===== src/hw/rtl/hqu_pkg.sv =====
// hqu_pkg: shared types and constants for the two-channel hit qualifier
// phase codes, register indexes, result bundle, register widths and reset values
// no dependencies
`default_nettype none
package hqu_pkg;

  localparam int TICK_COUNT_BITS_DEF = 16;
  localparam int LOCKOUT_BITS_DEF    = 20;

  localparam int CFG_INDEX_BITS = 3;
  localparam int CFG_DATA_BITS  = 20;
  localparam int SAMPLE_BITS    = 4;
  localparam int INTERVAL_BITS  = 16;
  localparam int LOCK_REG_BITS  = 20;

  // reset values of the configuration registers
  localparam logic [SAMPLE_BITS-1:0]   CONFIRM_SAMPLES_RST  = 4'd5;
  localparam logic [INTERVAL_BITS-1:0] CONFIRM_INTERVAL_RST = 16'd1000;
  localparam logic [SAMPLE_BITS-1:0]   CHECK_SAMPLES_RST    = 4'd2;
  localparam logic [INTERVAL_BITS-1:0] CHECK_INTERVAL_RST   = 16'd1000;
  localparam logic [INTERVAL_BITS-1:0] FALL_DELAY_RST       = 16'd1000;
  localparam logic [LOCK_REG_BITS-1:0] LOCKOUT_TICKS_RST    = 20'd50000;
  localparam logic [INTERVAL_BITS-1:0] PULSE_TICKS_RST      = 16'd10000;

  typedef enum logic [CFG_INDEX_BITS-1:0] {
    REG_CONFIRM_SAMPLES  = 3'd0,
    REG_CONFIRM_INTERVAL = 3'd1,
    REG_CHECK_SAMPLES    = 3'd2,
    REG_CHECK_INTERVAL   = 3'd3,
    REG_FALL_DELAY       = 3'd4,
    REG_LOCKOUT_TICKS    = 3'd5,
    REG_PULSE_TICKS      = 3'd6
  } reg_index_t;

  typedef enum logic [2:0] {
    PH_IDLE      = 3'd0,
    PH_CONFIRM   = 3'd1,
    PH_WAIT_FALL = 3'd2,
    PH_CHECK     = 3'd3,
    PH_TAIL      = 3'd4,
    PH_PULSE     = 3'd5
  } phase_t;

  typedef struct packed {
    logic head_pulse;
    logic body_pulse;
    logic indicator;
    logic locked_out;
  } result_t;

endpackage
`default_nettype wire


===== src/hw/rtl/hqu_cfg.sv =====
// hqu_cfg: configuration registers, kept as counter load values
// interval and pulse lengths forced to >= 1 (fall delay not), saturated to counter widths
// depends on hqu_pkg
`default_nettype none
module hqu_cfg #(
  parameter int TICK_COUNT_BITS = hqu_pkg::TICK_COUNT_BITS_DEF,
  parameter int LOCKOUT_BITS    = hqu_pkg::LOCKOUT_BITS_DEF
) (
  input  wire logic                               clk,
  input  wire logic                               rst,
  input  wire logic                               cfg_we,
  input  wire logic [hqu_pkg::CFG_INDEX_BITS-1:0] cfg_index,
  input  wire logic [hqu_pkg::CFG_DATA_BITS-1:0]  cfg_wdata,
  output logic      [hqu_pkg::SAMPLE_BITS-1:0]    confirm_samples,
  output logic      [TICK_COUNT_BITS-1:0]         confirm_load,
  output logic      [hqu_pkg::SAMPLE_BITS-1:0]    check_samples,
  output logic      [TICK_COUNT_BITS-1:0]         check_load,
  output logic      [TICK_COUNT_BITS-1:0]         fall_load,
  output logic      [LOCKOUT_BITS-1:0]            lockout_load,
  output logic      [TICK_COUNT_BITS-1:0]         pulse_load
);

  localparam logic [47:0] TickMax = (48'd1 << TICK_COUNT_BITS) - 48'd1;
  localparam logic [47:0] LockMax = (48'd1 << LOCKOUT_BITS) - 48'd1;

  function automatic logic [TICK_COUNT_BITS-1:0] tick_sat(
    input logic [hqu_pkg::INTERVAL_BITS-1:0] v,
    input logic                              at_least_one
  );
    logic [hqu_pkg::INTERVAL_BITS-1:0] m;
    m = (at_least_one && v == '0) ? hqu_pkg::INTERVAL_BITS'(1) : v;
    return (48'(m) > TickMax) ? TICK_COUNT_BITS'(TickMax) : TICK_COUNT_BITS'(m);
  endfunction

  function automatic logic [LOCKOUT_BITS-1:0] lock_sat(
    input logic [hqu_pkg::LOCK_REG_BITS-1:0] v
  );
    return (48'(v) > LockMax) ? LOCKOUT_BITS'(LockMax) : LOCKOUT_BITS'(v);
  endfunction

  logic [hqu_pkg::INTERVAL_BITS-1:0] wdata16;
  assign wdata16 = cfg_wdata[hqu_pkg::INTERVAL_BITS-1:0];

  always_ff @(posedge clk) begin
    if (rst) begin
      confirm_samples <= hqu_pkg::CONFIRM_SAMPLES_RST;
      confirm_load    <= tick_sat(hqu_pkg::CONFIRM_INTERVAL_RST, 1'b1);
      check_samples   <= hqu_pkg::CHECK_SAMPLES_RST;
      check_load      <= tick_sat(hqu_pkg::CHECK_INTERVAL_RST, 1'b1);
      fall_load       <= tick_sat(hqu_pkg::FALL_DELAY_RST, 1'b0);
      lockout_load    <= lock_sat(hqu_pkg::LOCKOUT_TICKS_RST);
      pulse_load      <= tick_sat(hqu_pkg::PULSE_TICKS_RST, 1'b1);
    end else if (cfg_we) begin
      unique case (hqu_pkg::reg_index_t'(cfg_index))
        hqu_pkg::REG_CONFIRM_SAMPLES:
          confirm_samples <= cfg_wdata[hqu_pkg::SAMPLE_BITS-1:0];
        hqu_pkg::REG_CONFIRM_INTERVAL: confirm_load <= tick_sat(wdata16, 1'b1);
        hqu_pkg::REG_CHECK_SAMPLES:
          check_samples <= cfg_wdata[hqu_pkg::SAMPLE_BITS-1:0];
        hqu_pkg::REG_CHECK_INTERVAL:   check_load   <= tick_sat(wdata16, 1'b1);
        hqu_pkg::REG_FALL_DELAY:       fall_load    <= tick_sat(wdata16, 1'b0);
        hqu_pkg::REG_LOCKOUT_TICKS:
          lockout_load <= lock_sat(cfg_wdata[hqu_pkg::LOCK_REG_BITS-1:0]);
        hqu_pkg::REG_PULSE_TICKS:      pulse_load   <= tick_sat(wdata16, 1'b1);
        default: begin
          // writes beyond the register list are dropped
        end
      endcase
    end
  end

endmodule
`default_nettype wire


===== src/hw/rtl/hqu_step.sv =====
// hqu_step: per-tick qualifier state and next-state logic
// updates phase, counters and lockout on every accepted tick and forms its result
// depends on hqu_pkg
`default_nettype none
module hqu_step #(
  parameter int TICK_COUNT_BITS = hqu_pkg::TICK_COUNT_BITS_DEF,
  parameter int LOCKOUT_BITS    = hqu_pkg::LOCKOUT_BITS_DEF
) (
  input  wire logic                            clk,
  input  wire logic                            rst,
  input  wire logic                            tick,
  input  wire logic                            primary_level,
  input  wire logic                            secondary_level,
  input  wire logic [hqu_pkg::SAMPLE_BITS-1:0] confirm_samples,
  input  wire logic [TICK_COUNT_BITS-1:0]      confirm_load,
  input  wire logic [hqu_pkg::SAMPLE_BITS-1:0] check_samples,
  input  wire logic [TICK_COUNT_BITS-1:0]      check_load,
  input  wire logic [TICK_COUNT_BITS-1:0]      fall_load,
  input  wire logic [LOCKOUT_BITS-1:0]         lockout_load,
  input  wire logic [TICK_COUNT_BITS-1:0]      pulse_load,
  output hqu_pkg::result_t                     result
);

  hqu_pkg::phase_t                 phase, phase_next;
  logic                            previous_primary, previous_primary_next;
  logic [hqu_pkg::SAMPLE_BITS-1:0] sample_count, sample_count_next;
  logic [TICK_COUNT_BITS-1:0]      interval_count, interval_count_next;
  logic [LOCKOUT_BITS-1:0]         lockout_count, lockout_count_next;
  logic                            head_flag, head_flag_next;

  logic [LOCKOUT_BITS-1:0]         lock_dec;
  logic [TICK_COUNT_BITS-1:0]      ic_dec;
  logic [hqu_pkg::SAMPLE_BITS-1:0] sample_inc;

  always_ff @(posedge clk) begin
    if (rst) begin
      phase            <= hqu_pkg::PH_IDLE;
      previous_primary <= 1'b0;
      sample_count     <= '0;
      interval_count   <= '0;
      lockout_count    <= '0;
      head_flag        <= 1'b0;
    end else if (tick) begin
      phase            <= phase_next;
      previous_primary <= previous_primary_next;
      sample_count     <= sample_count_next;
      interval_count   <= interval_count_next;
      lockout_count    <= lockout_count_next;
      head_flag        <= head_flag_next;
    end
  end

  assign lock_dec   = (lockout_count != '0) ? lockout_count - LOCKOUT_BITS'(1) : lockout_count;
  assign ic_dec     = (interval_count != '0) ? interval_count - TICK_COUNT_BITS'(1)
                                             : interval_count;
  assign sample_inc = sample_count + hqu_pkg::SAMPLE_BITS'(1);

  always_comb begin
    phase_next            = phase;
    previous_primary_next = previous_primary;
    sample_count_next     = sample_count;
    interval_count_next   = interval_count;
    lockout_count_next    = lock_dec;
    head_flag_next        = head_flag;

    unique case (phase)
      hqu_pkg::PH_IDLE: begin
        // frozen while the lockout runs
        if (lock_dec == '0) begin
          if (!previous_primary && primary_level) begin
            if (confirm_samples == '0) begin
              phase_next = hqu_pkg::PH_WAIT_FALL;
            end else begin
              sample_count_next   = hqu_pkg::SAMPLE_BITS'(1);
              interval_count_next = confirm_load;
              phase_next          = hqu_pkg::PH_CONFIRM;
            end
          end
          previous_primary_next = primary_level;
        end
      end
      hqu_pkg::PH_CONFIRM: begin
        interval_count_next = ic_dec;
        if (ic_dec == '0) begin
          if (sample_count >= confirm_samples) begin
            phase_next = hqu_pkg::PH_WAIT_FALL;
          end else if (!primary_level) begin
            phase_next = hqu_pkg::PH_IDLE;
          end else begin
            sample_count_next   = sample_inc;
            interval_count_next = confirm_load;
          end
        end
      end
      hqu_pkg::PH_WAIT_FALL: begin
        if (!primary_level) begin
          phase_next          = hqu_pkg::PH_CHECK;
          sample_count_next   = '0;
          interval_count_next = fall_load;
        end
      end
      hqu_pkg::PH_CHECK: begin
        interval_count_next = ic_dec;
        if (ic_dec == '0) begin
          // lockout starts with the first secondary sample
          if (sample_count == '0) begin
            lockout_count_next = lockout_load;
          end
          if (check_samples == '0) begin
            head_flag_next      = 1'b1;
            phase_next          = hqu_pkg::PH_PULSE;
            interval_count_next = pulse_load;
          end else if (!secondary_level) begin
            head_flag_next      = 1'b0;
            phase_next          = hqu_pkg::PH_TAIL;
            interval_count_next = check_load;
          end else begin
            sample_count_next   = sample_inc;
            interval_count_next = check_load;
            if (sample_inc >= check_samples) begin
              head_flag_next = 1'b1;
              phase_next     = hqu_pkg::PH_TAIL;
            end
          end
        end
      end
      hqu_pkg::PH_TAIL: begin
        interval_count_next = ic_dec;
        if (ic_dec == '0) begin
          phase_next          = hqu_pkg::PH_PULSE;
          interval_count_next = pulse_load;
        end
      end
      hqu_pkg::PH_PULSE: begin
        interval_count_next = ic_dec;
        if (ic_dec == '0) begin
          phase_next = hqu_pkg::PH_IDLE;
        end
      end
      default: begin
        phase_next = hqu_pkg::PH_IDLE;
      end
    endcase
  end

  always_comb begin
    result.head_pulse = (phase_next == hqu_pkg::PH_PULSE) && head_flag_next;
    result.body_pulse = (phase_next == hqu_pkg::PH_PULSE) && !head_flag_next;
    result.indicator  = (phase_next == hqu_pkg::PH_PULSE);
    result.locked_out = (phase_next == hqu_pkg::PH_IDLE) && (lockout_count_next != '0);
  end

endmodule
`default_nettype wire


===== src/hw/rtl/hqu_out_buf.sv =====
// hqu_out_buf: two-entry result buffer between the tick logic and the output channel
// keeps input acceptance going while a result waits to be taken
// depends on hqu_pkg
`default_nettype none
module hqu_out_buf (
  input  wire logic             clk,
  input  wire logic             rst,
  input  wire logic             push,
  input  wire hqu_pkg::result_t din,
  output logic                  has_room,
  output logic                  out_valid,
  input  wire logic             out_ready,
  output hqu_pkg::result_t      dout
);

  hqu_pkg::result_t entry0, entry1;
  logic [1:0]       count;
  logic             pop;

  assign pop       = out_valid && out_ready;
  assign out_valid = (count != 2'd0);
  assign has_room  = (count != 2'd2);
  assign dout      = entry0;

  always_ff @(posedge clk) begin
    if (rst) begin
      count <= 2'd0;
    end else begin
      count <= count + {1'b0, push} - {1'b0, pop};
    end
  end

  always_ff @(posedge clk) begin
    // new result lands in the first free slot after this cycle's transfer
    if (push && (count == 2'd0 || (count == 2'd1 && pop))) begin
      entry0 <= din;
    end else if (pop) begin
      entry0 <= entry1;
    end
    if (push && count != 2'd0 && !(count == 2'd1 && pop)) begin
      entry1 <= din;
    end
  end

endmodule
`default_nettype wire


===== src/hw/rtl/two_channel_hit_qualifier_unit.sv =====
// two_channel_hit_qualifier_unit: top level of the two-channel hit qualifier
// instantiates hqu_cfg, hqu_step and hqu_out_buf; depends on hqu_pkg
//
//   channel   signals                                  direction
//   in        in_valid/in_ready, primary/secondary     sink, one tick per transfer
//   out       out_valid/out_ready, pulses, lockout     source, one result per tick
//   cfg       cfg_we, cfg_index, cfg_wdata             write only, no handshake
//
// one tick is taken per cycle while in_ready is high; its state update is done in the
// cycle of the transfer; its result is pushed into the buffer and reaches the output
// once earlier results are taken; the two-entry buffer keeps ticks flowing while
// a result waits on out_ready; in_ready drops only with both entries held
// rst is synchronous and returns configuration and state to their defaults
`default_nettype none
module two_channel_hit_qualifier_unit #(
  parameter int TICK_COUNT_BITS = hqu_pkg::TICK_COUNT_BITS_DEF,
  parameter int LOCKOUT_BITS    = hqu_pkg::LOCKOUT_BITS_DEF
) (
  input  wire logic                               clk,
  input  wire logic                               rst,
  input  wire logic                               in_valid,
  output logic                                    in_ready,
  input  wire logic                               primary_level,
  input  wire logic                               secondary_level,
  output logic                                    out_valid,
  input  wire logic                               out_ready,
  output logic                                    head_pulse,
  output logic                                    body_pulse,
  output logic                                    indicator,
  output logic                                    locked_out,
  input  wire logic                               cfg_we,
  input  wire logic [hqu_pkg::CFG_INDEX_BITS-1:0] cfg_index,
  input  wire logic [hqu_pkg::CFG_DATA_BITS-1:0]  cfg_wdata
);

  logic [hqu_pkg::SAMPLE_BITS-1:0] confirm_samples;
  logic [TICK_COUNT_BITS-1:0]      confirm_load;
  logic [hqu_pkg::SAMPLE_BITS-1:0] check_samples;
  logic [TICK_COUNT_BITS-1:0]      check_load;
  logic [TICK_COUNT_BITS-1:0]      fall_load;
  logic [LOCKOUT_BITS-1:0]         lockout_load;
  logic [TICK_COUNT_BITS-1:0]      pulse_load;

  logic             tick;
  hqu_pkg::result_t step_result;
  hqu_pkg::result_t out_result;

  assign tick = in_valid && in_ready;

  hqu_cfg #(
    .TICK_COUNT_BITS(TICK_COUNT_BITS),
    .LOCKOUT_BITS   (LOCKOUT_BITS)
  ) u_cfg (
    .clk            (clk),
    .rst            (rst),
    .cfg_we         (cfg_we),
    .cfg_index      (cfg_index),
    .cfg_wdata      (cfg_wdata),
    .confirm_samples(confirm_samples),
    .confirm_load   (confirm_load),
    .check_samples  (check_samples),
    .check_load     (check_load),
    .fall_load      (fall_load),
    .lockout_load   (lockout_load),
    .pulse_load     (pulse_load)
  );

  hqu_step #(
    .TICK_COUNT_BITS(TICK_COUNT_BITS),
    .LOCKOUT_BITS   (LOCKOUT_BITS)
  ) u_step (
    .clk            (clk),
    .rst            (rst),
    .tick           (tick),
    .primary_level  (primary_level),
    .secondary_level(secondary_level),
    .confirm_samples(confirm_samples),
    .confirm_load   (confirm_load),
    .check_samples  (check_samples),
    .check_load     (check_load),
    .fall_load      (fall_load),
    .lockout_load   (lockout_load),
    .pulse_load     (pulse_load),
    .result         (step_result)
  );

  hqu_out_buf u_out_buf (
    .clk      (clk),
    .rst      (rst),
    .push     (tick),
    .din      (step_result),
    .has_room (in_ready),
    .out_valid(out_valid),
    .out_ready(out_ready),
    .dout     (out_result)
  );

  assign head_pulse = out_result.head_pulse;
  assign body_pulse = out_result.body_pulse;
  assign indicator  = out_result.indicator;
  assign locked_out = out_result.locked_out;

endmodule
`default_nettype wire


===== config.mk =====
export PLATFORM = sky130hd
export DESIGN_NAME = two_channel_hit_qualifier_unit
export DESIGN_NICKNAME = d
export VERILOG_FILES = /design/src/hw/rtl/hqu_pkg.sv /design/src/hw/rtl/hqu_cfg.sv /design/src/hw/rtl/hqu_step.sv /design/src/hw/rtl/hqu_out_buf.sv /design/src/hw/rtl/two_channel_hit_qualifier_unit.sv
export SDC_FILE = /design/constraint.sdc
export NUM_CORES = 1
export LEC_CHECK = 0
export BUFFER_PORTS_ARGS = -buffer_cell sky130_fd_sc_hd__buf_2
export CORE_MARGIN = 2
export CORE_UTILIZATION = 25
export CTS_CLUSTER_DIAMETER = 50
export DETAILED_ROUTE_END_ITERATION = 8
export GPL_TIMING_DRIVEN = 1
export PLACE_DENSITY = 0.47
export SETUP_SLACK_MARGIN = 0.5
export SLEW_MARGIN = 25
export SYNTH_ARGS = -nofsm -noshare
export SYNTH_HDL_FRONTEND = slang
export SYNTH_SLANG_ARGS = --single-unit

===== constraint.sdc =====
create_clock -name clk -period 4.3 [get_ports clk]
set_clock_uncertainty 0.1 [all_clocks]
set_input_delay 0.86 -clock clk [delete_from_list [all_inputs] [get_ports clk]]
set_output_delay 0.86 -clock clk [all_outputs]
set_load 0.01 [all_outputs]

==> results of run 1 <==
-- routing by layer --
metal / routed length [um] / track usage / up-vias
met3: 1552 / 0.02632 / 41
met2: 14210 / 0.2784 / 308
met5: 0 / 0 / -
li1: - / - / 4277
met4: 620 / 0.05228 / 0
met1: 15170 / 0.2486 / 4210
-- flip-flops by register name, summed over array words and instances, names as in the netlist --
name,cells
u_step.interval_count,16
u_cfg.confirm_samples,4
u_step.head_flag,1
u_out_buf.count,2
u_cfg.check_load,16
u_cfg.lockout_load,20
u_out_buf.entry1,4
u_cfg.pulse_load,16
u_step.sample_count,4
u_cfg.fall_load,16
u_out_buf.dout,4
u_step.previous_primary,1
u_cfg.confirm_load,16
u_step.lockout_count,20
u_cfg.check_samples,4
u_step.phase,3
-- timing repair --
action / CTS / global route
resized for setup: 5 / 12
buffers inserted: 0 / 1
pin swaps: 0 / 3
cloned: 0 / 0
setup endpoints to repair: 15 / 22
-- logic make-up after synthesis --
kind of cell	after synthesis
and+or+nand+nor	544
AOI/OAI and AO/OA	324
DFF	147
buffers and inverters	110
muxes	16
adders and majority gates	15
xor gates and xnor gates	13
-- final timing paths --
| kind | depth (start not counted) | end | start |
|---|---|---|---|
| max | 11 | u_step.sample_count[2]$_SDFFE_PP0P_ | u_step.lockout_count[0]$_SDFFE_PP0P_ |
| min reg2reg | 2 | u_cfg.confirm_load[12]$_SDFFE_PP0P_ | u_cfg.confirm_load[12]$_SDFFE_PP0P_ |
| min | 2 | u_cfg.confirm_load[12]$_SDFFE_PP0P_ | u_cfg.confirm_load[12]$_SDFFE_PP0P_ |
| max reg2reg | 11 | u_step.sample_count[2]$_SDFFE_PP0P_ | u_step.lockout_count[0]$_SDFFE_PP0P_ |
-- area by class of cell --
type | count | area share
Multi-Input combinational cell | 912 | 0.5209
Sequential cell | 147 | 0.3038
Tap cell | 448 | 0.05632
Timing Repair Buffer | 73 | 0.04651
Clock buffer | 21 | 0.04525
Inverter | 38 | 0.01433
Clock inverter | 11 | 0.01282
-- placed cells by master, fill, tap and decap left out, drive strengths merged, types with 10 or more instances in the layout --
| cell type | instances |
|---|---|
| nor3 | 32 |
| buf | 73 |
| and2 | 10 |
| o211ai | 22 |
| a31oi | 11 |
| ha | 15 |
| dfxtp | 139 |
| nor4 | 23 |
| a21o | 10 |
| o31ai | 10 |
| or4 | 13 |
| inv | 40 |
| nand2 | 231 |
| nand2b | 16 |
| a21oi | 120 |
| nor2 | 87 |
| a211oi | 11 |
| clkbuf | 21 |
| nand4 | 19 |
| o21ai | 56 |
| mux2i | 14 |
| nand3 | 62 |
-- power by group through the flow --
stage | combinational (uW) | sequential [uW] | clock (uW)
after floorplan | 2850 | 1720 | 0
after global placement | 3970 | 1820 | 0
after detailed placement | 3900 | 1820 | 0
after CTS | 3960 | 1790 | 1530
after global routing | 4510 | 1830 | 1590
final | 4130 | 1800 | 1500
-- through the flow --
stage | total power, uW | worst slack [ns]
floorplan | 4570 | 0.6625
global route | 7930 | 0.4926
global placement | 5788 | 0.3516
finish | 7430 | 0.6753
detailed placement | 5719 | 0.2537
CTS | 7278 | 0.4109
-- worst max-delay path, cell delays in order (launching register included) --
cell     delay, ns
dfxtp_1       0.38
inv_2         0.12
ha_4          0.18
or3b_4        0.44
nor4_1        0.42
or4_1         0.20
nand4_1       0.16
nor4_4        0.41
nand3_2       0.18
o31a_1        0.34
or4_1         0.48
a21oi_1       0.15
==> results.py, run 1 <==
metrics = {
    "global_route": {
        "first_global_vias": 8266,
        "wire_length_of_the_first_global_routing_pass_um": 49030,
        "global_route.overflow_total": 0,
        "antenna_found_initial": 0,
        "largest_net_degree_at_the_start_of_global_routing": 49,
        "grt_util_all_layers": 0.1767,
    },
    "floorplanning": {
        "floorplan.core_area_um2": 33620,
        "chipWidth_um": 189.2,
        "floorplan.die.height_um": 189.2,
        "std_cell_rows": 67,
        "die_area_um2": 35780,
        "start_util": 0.2550,
        "ioPinCount": 36,
    },
    "power_and_ir_drop": {
        "p_int_uw": 4024,
        "power_frac_clock": 0.202,
        "worst_supply_voltage_drop_on_vdd_v": 0.0002936,
        "power-per-cell-area_nw_per_um2": 746.5,
        "power.sequential.fraction": 0.243,
        "cellLeakagePower_uw": 0.003728,
        "comb_power_share": 0.555,
        "switching_power_uw": 3406,
        "sw_frac_of_total": 0.4584,
    },
    "placement": {
        "gp_congestion": 0.9117,
        "placed_area_um2": 9295,
        "hpwl_um": 22810,
        "io_buf_count": 35,
        "post-place-cells": 1617,
    },
    "logic_synthesis": {
        "synth.net_count": 1214,
        "post_synth_inst_count": 1169,
        "muxShareOfSynthArea": 0.01898,
        "netlist-cell-type-count": 75,
        "postSynth.asyncResetShare": 0,
        "synthDominantCellAreaShare": 0.3247,
        "yosysWarnings": 0,
        "yosys.area_share.adder": 0.02190,
        "synth_compound_gate_area_share": 0.2393,
        "synth_xor_xnor_area_share": 0.01328,
        "synth_ff_type": "dfxtp_1",
        "ys_seq_elements": 147,
        "yosys.area.top_type": "dfxtp_1",
        "synth-edff-count": 8,
        "synth_top_cells_by_area": "dfxtp_1 32%, nand2_1 10%, a21oi_1 6.9%",
        "synth.cell_area_um2": 8571,
        "avgSynthCellArea_um2": 7.332,
        "synth_commonest_cells": "231 x nand2_1, 139 x dfxtp_1, 119 x a21oi_1, 87 x nor2_1, 61 x nand3_1",
        "synthSimpleGateAreaFrac": 0.3029,
        "post-synth-top-count-cell": "nand2_1",
        "yosysSeqAreaShare": 0.3527,
        "synth_top_family_by_area": "simple AND/OR/NAND/NOR gates",
    },
    "sta": {
        "final_report_setup_violation_count": 0,
        "maxSlewViolCount": 0,
        "tightest_slew_ns": 1.031,
        "relSlewSlack": 0.3122,
        "setup_total_negative_slack_ns": 0,
        "rsz0062_at_grt": "yes",
        "finalHoldViolCount": 0,
        "period_needed_ns": 3.625,
        "holdWs_ns": 0.3531,
        "fmaxAchievable_mhz": 275.9,
        "post-route-period-util": 0.8429,
    },
    "status": {
        "status": "complete, no violations",
    },
    "cells_and_area": {
        "layout.cell_area.non_filler_um2": 9953,
        "area_of_the_multi_input_gates_um2": 5185,
        "drive_gt1_frac": 0.1098,
        "finalCoreUtilization": 0.2961,
        "area_growth_pct": 16.13,
        "antenna_cells_inserted": 0,
        "seq_area_um2": 3024,
        "n_fill_cell": 3658,
        "final_cell_count_no_fill": 1650,
        "fin_nets": 1234,
    },
    "setup_path": {
        "criticalPathCategory": "reg2reg",
        "setup.worst_path.end_class": "flop",
        "cp-start-kind": "flop",
        "timing.reg2reg.setup_slack_ns": 0.68,
        "critPathRequiredTime_ns": 4.56,
        "crit_fanout": 9,
        "cp_data_arrival_time_ns": 3.89,
    },
    "clocking": {
        "cts_max_path_buffers": 2,
        "clkSlewWorstSetupHoldPaths_ns": 0.06,
        "cts_tree": "yes",
        "clock-root-buffer": "clkbuf_16",
        "cts.htree.levels": 4,
        "clkLatencyLatePin_ns": 0.43,
        "cts_buffers": 17,
        "sink_count_of_the_clock_tree": 147,
        "cts-hold-fix-buffers": 0,
    },
    "routing": {
        "route.detailed.drc": 0,
        "route.final.wire_length_um": 31550,
        "drtPass1Iterations": 6,
        "ant_nets": 0,
        "detailroute.via_count": 8836,
        "first_iter_violations": 809,
        "drt-wirelength-per-cell_um": 19.12,
        "average_via_count_per_standard_cell": 5.355,
    },
    "hold_path": {
        "timing.hold.worst.class": "reg2reg",
    },
    "flow_run": {
        "maxCapViolCount": 0,
    },
}
Note: power is estimated with default switching activity, not from simulation.
==> run 2: changes to the inputs <==
- clock period: 4.3 -> 3.65 ns (I/O delays scaled with it)
==> results.py, run 2 (same netlist as run 1, synthesis figures left out) <==
metrics = {
    "routing": {
        "wl_met3_um": 1850,
        "detailroute.via_count": 9131,
        "route.detailed.drc": 0,
        "drtPass1Iterations": 5,
        "route.final.wire_length_um": 32920,
        "first_iter_violations": 797,
        "drt-wirelength-per-cell_um": 18.92,
        "wl_met1_um": 16130,
        "topRoutingLayerUsed": "met5",
        "ant_nets": 0,
        "met2_length_um": 14440,
        "average_via_count_per_standard_cell": 5.248,
    },
    "clocking": {
        "cts.htree.levels": 4,
        "clkLatencyLatePin_ns": 0.44,
        "clock-root-buffer": "clkbuf_16",
        "cts_tree": "yes",
        "cts_buffers": 17,
        "clkSlewWorstSetupHoldPaths_ns": 0.07,
        "cts_max_path_buffers": 2,
        "sink_count_of_the_clock_tree": 147,
        "cts-hold-fix-buffers": 0,
    },
    "placement": {
        "io_buf_count": 35,
        "hpwl_um": 23700,
        "gp_congestion": 0.8842,
    },
    "setup_path": {
        "path_delay_family": "simple AND/OR/NAND/NOR gates",
        "critPathRequiredTime_ns": 3.91,
        "path_buf_inv": 4,
        "cp_slowest_stage_delay_ns": 0.42,
        "cp_data_arrival_time_ns": 3.69,
        "crit_path_top_delay_cell": "or4_4",
        "crit_chain": "inv_2 > ha_4 > buf_6 > or3b_4 > or4_4 > a32o_2 > a211o_1 > nor4_4 > nand3_2 > buf_6 > a21o_4 > buf_8 > a211o_1 > a21oi_2",
        "crit_fanout": 6,
        "cp-start-kind": "flop",
        "criticalPathCategory": "reg2reg",
        "setup.worst_path.end_class": "flop",
    },
    "power_and_ir_drop": {
        "p_int_uw": 5706,
        "totalPowerFinal_uw": 10280,
        "power_frac_clock": 0.181,
        "sw_frac_of_total": 0.4447,
        "power-per-cell-area_nw_per_um2": 915.6,
        "comb_power_share": 0.616,
        "switching_power_uw": 4570,
        "worst_supply_voltage_drop_on_vdd_v": 0.0004166,
        "power.sequential.fraction": 0.203,
        "cellLeakagePower_uw": 0.004327,
    },
    "floorplanning": {
        "start_util": 0.2550,
        "ioPinCount": 36,
        "chipWidth_um": 189.2,
        "floorplan.die.height_um": 189.2,
        "floorplan.core_area_um2": 33620,
        "die_area_um2": 35780,
        "std_cell_rows": 67,
    },
    "hold_path": {
        "timing.hold.worst.class": "reg2reg",
    },
    "global_route": {
        "first_global_vias": 8696,
        "antenna_found_initial": 1,
        "wire_length_of_the_first_global_routing_pass_um": 51610,
        "global_route.overflow_total": 0,
        "grt_util_all_layers": 0.1839,
        "largest_net_degree_at_the_start_of_global_routing": 50,
    },
    "cells_and_area": {
        "fin_nets": 1323,
        "commonest_cells_after_routing_fill_and_taps_aside": "226 x nand2_1, 132 x dfxtp_1, 114 x a21oi_1, 106 x buf_4, 83 x nor2_1",
        "area_growth_pct": 30.95,
        "final_common_cell": "nand2_1",
        "drive_gt1_frac": 0.2370,
        "largest_registers": "u_cfg.lockout_load (20), u_step.lockout_count (20)",
    },
    "sta": {
        "tightest_slew_ns": 0.9598,
        "period_needed_ns": 3.427,
        "final_report_setup_violation_count": 0,
        "rsz0062_at_grt": "yes",
        "finalHoldViolCount": 0,
        "maxSlewViolCount": 0,
        "holdWs_ns": 0.3562,
        "fmaxAchievable_mhz": 291.8,
        "setup_total_negative_slack_ns": 0,
        "relSlewSlack": 0.3552,
        "post-route-period-util": 0.9389,
    },
    "flow_run": {
        "maxCapViolCount": 0,
    },
    "status": {
        "status": "complete, no violations",
    },
}
==> run 2: cell types whose count changed in the layout (fill, tap and decap cells not counted), sizes merged <==
cell,before,now
diode,0,1
clkbuf,21,18
clkinvlp,1,2
inv,40,46
clkinv,6,2
buf,73,162
==> run 2: layer usage <==
layer  GRT usage  vias up
met3     0.02465       34
met2      0.2836      290
met1      0.2681     4357
li1            -     4448
met5           0        -
met4     0.04778        2
==> run 2: final timing paths <==
check / start / to / slack (ns) / cells past startpoint
max: u_step.lockout_count[1]$_SDFFE_PP0P_ / u_step.interval_count[10]$_SDFFE_PP0P_ / 0.22 / 14
min: u_cfg.fall_load[14]$_SDFFE_PP0P_ / u_cfg.fall_load[14]$_SDFFE_PP0P_ / 0.36 / 2
max reg2reg: u_step.lockout_count[1]$_SDFFE_PP0P_ / u_step.interval_count[10]$_SDFFE_PP0P_ / 0.22 / 14
min reg2reg: u_cfg.fall_load[14]$_SDFFE_PP0P_ / u_cfg.fall_load[14]$_SDFFE_PP0P_ / 0.36 / 2
==> run 2: what timing repair did <==
action	4_1_cts	5_1_grt
pin swaps	33	23
gates resized for setup	71	49
cloned	1	0
buffers inserted	33	14
endpoints found under the setup margin	52	53
==> run 2: metrics by stage <==
stage | worst slack, ns | cell area (um^2) | util | std cells
6_report | 0.2229 | 11220 | 0.3339 | 1740
5_1_grt | 0.07312 | 11220 | 0.3338 | 1739
4_1_cts | 0.2706 | 10900 | 0.3243 | 1725
3_5_place_dp | 0.05971 | 9791 | 0.2912 | 1659
3_3_place_gp | 0.1592 | 9791 | 0.2912 | 1659
2_1_floorplan | 0.3448 | 8828 | - | 1169
==> run 2: layout make-up <==
cell class	instances	area (um^2)
Antenna cell	1	2.502
Clock buffer	18	439.2
Clock inverter	14	167.7
Fill cell	3575	22390
Inverter	38	142.6
Multi-Input combinational cell	912	5644
Sequential cell	147	3034
Tap cell	448	560.5
Timing Repair Buffer	162	1232
==> run 2: worst reg2reg max path, stage by stage (launching register included) <==
cell and delay [ns]:
dfxtp_2 0.33, inv_2 0.06, ha_4 0.14, buf_6 0.09, or3b_4 0.39, or4_4 0.42, a32o_2 0.25, a211o_1 0.29
nor4_4 0.21, nand3_2 0.18, buf_6 0.18, a21o_4 0.25, buf_8 0.15, a211o_1 0.24, a21oi_2 0.11
==> run 2: power by group through the flow <==
| stage | Combinational, uW | Sequential (uW) | Clock (uW) |
|---|---|---|---|
| finish | 6330 | 2090 | 1860 |
| global route | 6880 | 2120 | 1940 |
| CTS | 5800 | 2070 | 1880 |
| detailed placement | 5230 | 2100 | 0 |
| global placement | 5280 | 2100 | 0 |
| floorplan | 3640 | 2050 | 0 |
